**config.mk**
```make
export PLATFORM = sky130hd
export DESIGN_NAME = sffr_ctrl
export DESIGN_NICKNAME = d
export VERILOG_FILES = /design/src/sffr_pkg.sv /design/src/sffr_ctrl.sv
export SDC_FILE = /design/constraint.sdc
export NUM_CORES = 1
export LEC_CHECK = 0
export BUFFER_PORTS_ARGS = -buffer_cell sky130_fd_sc_hd__buf_2
export CORE_MARGIN = 1.5
export CORE_UTILIZATION = 46
export DETAILED_ROUTE_END_ITERATION = 6
export PLACE_DENSITY = 0.76
export SLEW_MARGIN = 20
export SYNTH_ARGS = -nofsm -noshare
export SYNTH_HDL_FRONTEND = slang
export SYNTH_SLANG_ARGS = --single-unit
```
**constraint.sdc**
```tcl
create_clock -name clock -period 5.7 [get_ports clock]
set_clock_uncertainty 0.1 [all_clocks]
set_input_delay 0 -clock clock [delete_from_list [all_inputs] [get_ports clock]]
set_output_delay 0 -clock clock [all_outputs]
set_load 0.02 [all_outputs]
```
**src/sffr_pkg.sv**
```systemverilog
`default_nettype none

package sffr_pkg;

   localparam int FRAMES_DEFAULT = 1024;

   localparam int SAMPLE_W = 16;
   localparam int COUNT_W  = 10;
   localparam int FRAME_W  = 2 * SAMPLE_W;

   localparam logic [1:0] OP_PUSH  = 2'd0;
   localparam logic [1:0] OP_POP   = 2'd1;
   localparam logic [1:0] OP_DROP  = 2'd2;
   localparam logic [1:0] OP_RESET = 2'd3;

   typedef struct packed {
      logic [1:0]                 operation;
      logic signed [SAMPLE_W-1:0] left_in;
      logic signed [SAMPLE_W-1:0] right_in;
      logic [COUNT_W-1:0]         drop_count;
   } req_type;

   typedef struct packed {
      logic                       ok;
      logic signed [SAMPLE_W-1:0] left_out;
      logic signed [SAMPLE_W-1:0] right_out;
      logic [COUNT_W-1:0]         dropped;
      logic [COUNT_W-1:0]         used_count;
      logic [COUNT_W-1:0]         free_count;
   } rsp_type;

endpackage

`default_nettype wire

```
**src/sffr_ctrl.sv**
```systemverilog
`default_nettype none

module sffr_ctrl #(
   parameter int FRAMES = sffr_pkg::FRAMES_DEFAULT,
   parameter int PTR_W  = $clog2(FRAMES)
) (
   input  wire logic                         clock,
   input  wire logic                         reset,
   input  wire logic                         accept,
   input  wire sffr_pkg::req_type            req_payload,
   output logic                              mem_wr_en,
   output logic      [PTR_W-1:0]             mem_wr_addr,
   output logic      [sffr_pkg::FRAME_W-1:0] mem_wr_data,
   output logic                              mem_rd_en,
   output logic      [PTR_W-1:0]             mem_rd_addr,
   input  wire logic [sffr_pkg::FRAME_W-1:0] mem_rd_data,
   output logic                              rsp_valid,
   output sffr_pkg::rsp_type                 rsp_payload
);

   localparam int CNT_W  = PTR_W + 1;
   localparam int WIDE_W = (PTR_W > sffr_pkg::COUNT_W) ? PTR_W : sffr_pkg::COUNT_W;
   localparam logic [PTR_W-1:0] LAST  = PTR_W'(FRAMES - 1);
   localparam logic [CNT_W-1:0] RANGE = CNT_W'(FRAMES);

   logic [PTR_W-1:0] wp_ff, wp_in, rp_ff, rp_in, used_ff, used_in;
   logic             rsp_valid_ff, rsp_valid_in;
   logic             ok_ff, ok_in, pop_ok_ff, pop_ok_in;
   logic [sffr_pkg::COUNT_W-1:0] dropped_ff, dropped_in;
   logic [PTR_W-1:0] used_out_ff, free_out_ff, free_in;

   logic             full, empty;
   logic [PTR_W-1:0] wp_inc, rp_inc, n_ptr, wp_drop;
   logic [WIDE_W-1:0] req_wide, held_wide, n_wide, used_wide, free_wide;
   logic [CNT_W-1:0] back_diff, back_wrap;

   assign full   = (used_ff == LAST);
   assign empty  = (used_ff == '0);
   assign wp_inc = (wp_ff == LAST) ? '0 : wp_ff + PTR_W'(1);
   assign rp_inc = (rp_ff == LAST) ? '0 : rp_ff + PTR_W'(1);

   // The withdrawal is clamped to the frames held, so it always fits a pointer.
   assign req_wide  = WIDE_W'(req_payload.drop_count);
   assign held_wide = WIDE_W'(used_ff);
   assign n_wide    = (req_wide > held_wide) ? held_wide : req_wide;
   assign n_ptr     = n_wide[PTR_W-1:0];

   assign back_diff = {1'b0, wp_ff} - {1'b0, n_ptr};
   assign back_wrap = back_diff + RANGE;
   assign wp_drop   = back_diff[PTR_W] ? back_wrap[PTR_W-1:0] : back_diff[PTR_W-1:0];

   always_comb begin
      wp_in      = wp_ff;
      rp_in      = rp_ff;
      used_in    = used_ff;
      ok_in      = 1'b0;
      pop_ok_in  = 1'b0;
      dropped_in = '0;
      mem_wr_en  = 1'b0;
      mem_rd_en  = 1'b0;
      if (accept) begin
         unique case (req_payload.operation)
            sffr_pkg::OP_PUSH: begin
               if (!full) begin
                  mem_wr_en = 1'b1;
                  wp_in     = wp_inc;
                  used_in   = used_ff + PTR_W'(1);
                  ok_in     = 1'b1;
               end
            end
            sffr_pkg::OP_POP: begin
               if (!empty) begin
                  mem_rd_en = 1'b1;
                  rp_in     = rp_inc;
                  used_in   = used_ff - PTR_W'(1);
                  ok_in     = 1'b1;
                  pop_ok_in = 1'b1;
               end
            end
            sffr_pkg::OP_DROP: begin
               if (n_ptr != '0) begin
                  wp_in      = wp_drop;
                  used_in    = used_ff - n_ptr;
                  ok_in      = 1'b1;
                  dropped_in = n_wide[sffr_pkg::COUNT_W-1:0];
               end
            end
            sffr_pkg::OP_RESET: begin
               wp_in   = '0;
               rp_in   = '0;
               used_in = '0;
               ok_in   = 1'b1;
            end
            default: begin
               ok_in = 1'b0;
            end
         endcase
      end
   end

   assign rsp_valid_in = accept;
   assign free_in      = LAST - used_in;
   assign mem_wr_addr  = wp_ff;
   assign mem_wr_data  = {req_payload.left_in, req_payload.right_in};
   assign mem_rd_addr  = rp_ff;

   always_ff @(posedge clock) begin
      if (reset) begin
         wp_ff        <= '0;
         rp_ff        <= '0;
         used_ff      <= '0;
         rsp_valid_ff <= 1'b0;
      end else begin
         wp_ff        <= wp_in;
         rp_ff        <= rp_in;
         used_ff      <= used_in;
         rsp_valid_ff <= rsp_valid_in;
      end
   end

   always_ff @(posedge clock) begin
      ok_ff       <= ok_in;
      pop_ok_ff   <= pop_ok_in;
      dropped_ff  <= dropped_in;
      used_out_ff <= used_in;
      free_out_ff <= free_in;
   end

   // Counts are reported in ten bits whatever the depth.
   assign used_wide = WIDE_W'(used_out_ff);
   assign free_wide = WIDE_W'(free_out_ff);

   assign rsp_valid              = rsp_valid_ff;
   assign rsp_payload.ok         = ok_ff;
   assign rsp_payload.left_out   = pop_ok_ff ?
      mem_rd_data[sffr_pkg::FRAME_W-1:sffr_pkg::SAMPLE_W] : '0;
   assign rsp_payload.right_out  = pop_ok_ff ? mem_rd_data[sffr_pkg::SAMPLE_W-1:0] : '0;
   assign rsp_payload.dropped    = dropped_ff;
   assign rsp_payload.used_count = used_wide[sffr_pkg::COUNT_W-1:0];
   assign rsp_payload.free_count = free_wide[sffr_pkg::COUNT_W-1:0];

endmodule

`default_nettype wire

```
==> impl_metrics.ini <==
[synthesis]
mappedNetlistNets = 766
synth_seq_cells = 63
synthTopCellsByCount = sky130_fd_sc_hd__dfxtp_1 (63), sky130_fd_sc_hd__nor2_1 (63), sky130_fd_sc_hd__a21oi_1 (52)
synth_edf_count = 0
synth.yosys.seq_area_share_pct = 25.18
synth-main-ff-cell = sky130_fd_sc_hd__dfxtp_1
synth.distinct_cells = 84
cell_area_after_technology_mapping_um2 = 5009
synthDominantCellAreaShare_pct = 25.18
synth_area_leader_cell = sky130_fd_sc_hd__dfxtp_1
postSynthCellCount = 657
synthesis.yosys.warnings = 0
share_of_flip_flops_with_an_asynchronous_set_or_reset_pct = 0
synth.top_cells.by_area = sky130_fd_sc_hd__dfxtp_1 (25%), sky130_fd_sc_hd__ha_1 (7.0%), sky130_fd_sc_hd__a21oi_1 (5.2%)
synth.avg_cell_area_um2 = 7.623

[run]
max-cap-violations = 0

[routing]
initialDrtViolationCount = 508
drc = 0
antenna_left = 0
routed_wire_length_per_instance_um = 18.31
detailedRoute.firstPassIterationCount = 6
vias_per_cell = 5.953
detailroute.via_count = 5453
postRouteWirelength_mm = 16.77

[floorplan]
design.die.area_um2 = 11520
die_outline_height_um = 107.3
die_width_um = 107.3
num_ports = 197
core_um2 = 10460
core.rowCount = 37
floorplan.initialDensity_pct = 47.87

[power_and_ir_drop]
power_frac_comb_pct = 48.8
power.sequential.fraction_pct = 29.7
p_sw_share_pct = 43.81
reported_net_switching_power_mw = 0.8033
power_density_nw_per_um2 = 303.7
p_leak_nw = 2.698
clock_power_share_pct = 21.5
intPower_mw = 1.030
worst_vdd_ir_mv = 0.1650

[cts]
clock_latency_ns = 0.37
holdBufCountCts = 37
tritoncts.num_buffers = 9
cts.path.max_buffers = 2
h-tree-depth = 3
count_of_cells_resized_by_post_cts_repair = 0
cts.reportedPaths.clkPinSlew_ns = 0.09
cts-root-buf = sky130_fd_sc_hd__clkbuf_8
post-cts-setup-buffer-count = 0
numClockSinks = 63
cts_tree = done

[cells_and_area]
instances_no_fill = 916
fin_nets = 884
area.growth.synth_to_final_pct = 20.53
drive_gt1_share_pct = 23.08
total_inserted_antenna_cells = 0
multi_input_comb_area_um2 = 3217
seq_area_um2 = 1261
nFillCells = 991
final_util_pct = 57.70

[timing]
period_share_pct = 87.46
finalSetupTns_ns = 0
final.min_clock_period_ns = 4.985
grt_setup_unrepaired = false
max_slew.worst_pin.slew_ns = 0.9946
fmax_ghz = 0.2006
timing_hold_violations_final = 0
timing.slew.headroom_pct = 33.45
hold_slack_ns = 0.03063
timing.final.setup_violations = 0
slew_viol_final = 0

[run_status]
outcome = finished, final reports clean

[placement]
inst_count_dp = 863
port_buffer_cells = 132
routabilityCongestion = 0.9690
detailedPlacementHpwl_mm = 12.15

[grt]
first_global_vias = 5116
maximum_number_of_pins_on_one_net_before_global_route_repair = 38
antenna_found_initial = 0
grt_pass1_wl_mm = 25.89
global_route.overflow_total = 0
grt_usage_pct = 28.65

[worst_setup_path]
worst_setup_path_end_kind = register
cp_cell_sequence = inv_1, ha_1, a21oi_2, o21ai_2, or4_4, nand2_2, nor2_1, a21oi_1, ha_1, nor2b_1, o21ai_0, nand2b_1, a311o_2, a211oi_2, nor4_1, o32ai_2, inv_2, nor2_2
crit_path_dat_ns = 5.19
start_kind = register
worst-endpoint-required_ns = 5.91
crit_slowest_cell = sky130_fd_sc_hd__dfxtp_1
timing.critical_path.slowest_cell_delay_ns = 0.60
cp.buffers_inverters = 2
path_delay_family = compound AO/OA/AOI/OAI gates
crit_path_max_fanout = 19
critical_setup_path_kind = reg -> reg
cp_common_cell = sky130_fd_sc_hd__ha_1

[worst_hold_path]
holdCritPathClass = in -> reg
logic make-up (layout without fill, tap and decap cells):
group / after synthesis / count (layout) / share of synthesized area, %
buffers and inverters: 103 / 226 / 10.59
flip-flops: 63 / 63 / 25.18
AO/OA/AOI/OAI: 192 / 192 / 26.51
adder cells (fa/ha/maj): 32 / 32 / 8.194
AND/OR/NAND/NOR: 252 / 252 / 26.81
multiplexers: 3 / 3 / 0.6245
XOR/XNOR: 12 / 12 / 2.098
layer usage:
layer	wire (um)	share of wire [%]	up-vias	GRT usage [%]
li1	-	-	2585	-
met1	6952	41	2542	37.46
met2	8128	48	296	47.77
met3	1283	7.6	30	3.571
met4	408	2.4	0	11.47
met5	0	0	-	0
placed cells by master (no fill, tap or decap), types with 7 or more instances in the layout:
cell type                       netlist  routed
sky130_fd_sc_hd__buf_2                4     132
sky130_fd_sc_hd__nor2_1              63      63
sky130_fd_sc_hd__dfxtp_1             63      63
sky130_fd_sc_hd__a21oi_1             52      52
sky130_fd_sc_hd__nand2_1             42      42
sky130_fd_sc_hd__and2_1              37      37
sky130_fd_sc_hd__dlygate4sd3_1        0      37
sky130_fd_sc_hd__inv_1               36      36
sky130_fd_sc_hd__o21ai_0             36      36
sky130_fd_sc_hd__ha_1                28      28
sky130_fd_sc_hd__nand3_1             25      25
sky130_fd_sc_hd__nor3_1              22      22
sky130_fd_sc_hd__a31oi_1             12      12
sky130_fd_sc_hd__a21o_1              11      11
sky130_fd_sc_hd__xnor2_1             11      11
sky130_fd_sc_hd__and3_1               9       9
sky130_fd_sc_hd__clkbuf_8             0       9
sky130_fd_sc_hd__nor4_1               8       8
sky130_fd_sc_hd__nand2b_1             7       7
sky130_fd_sc_hd__or3_1                7       7
stage by stage:
step | setup slack (ns) | cell area, um^2 | power (mW)
floorplan | 1.128 | 5009 | 1.203
global placement | 0.9797 | 5478 | 1.371
detailed placement | 0.7795 | 5478 | 1.389
CTS | 0.7399 | 6037 | 1.824
global route | 0.3338 | 6037 | 1.938
finish | 0.7146 | 6037 | 1.834
power groups by stage:
| stage | sequential [mW] | combinational [mW] | clock [mW] |
|---|---|---|---|
| CTS | 0.544 | 0.880 | 0.400 |
| global placement | 0.552 | 0.819 | 0 |
| floorplan | 0.591 | 0.612 | 0 |
| global route | 0.551 | 0.971 | 0.415 |
| finish | 0.545 | 0.895 | 0.393 |
| detailed placement | 0.554 | 0.835 | 0 |
tightest hold or removal path: stages:
cell	delay (ns)
sky130_fd_sc_hd__buf_2	0.13
sky130_fd_sc_hd__a21oi_1	0.18
sky130_fd_sc_hd__nor2_1	0.14
state kept, by name (all words and copies together), names as in the netlist:
register,flops
mem_wr_addr,10
rsp_valid,1
pop_ok_ff,1
dropped_ff,10
free_out_ff,10
held_wide,10
ok_ff,1
mem_rd_addr,10
used_out_ff,10
area by class of cell:
cell class,instances,area share [%]
inverters,37,2.301
clock inverters,6,1.016
well taps,136,2.819
multi-input cells,491,53.29
flip-flops and latches,63,20.89
clock buffers,10,2.114
repair buffers,173,17.58
worst paths after layout:
| kind | from | end | slack (ns) | cells past startpoint |
|---|---|---|---|---|
| setup / recovery | held_wide[9] | held_wide[7] | 0.71 | 18 |
| hold reg to reg | mem_rd_addr[1] | mem_rd_addr[1] | 0.39 | 2 |
| hold / removal | req_payload[1] | dropped_ff[1] | 0.03 | 3 |
| setup reg to reg | held_wide[9] | held_wide[7] | 0.71 | 18 |
(Power assumes the default switching activity.)
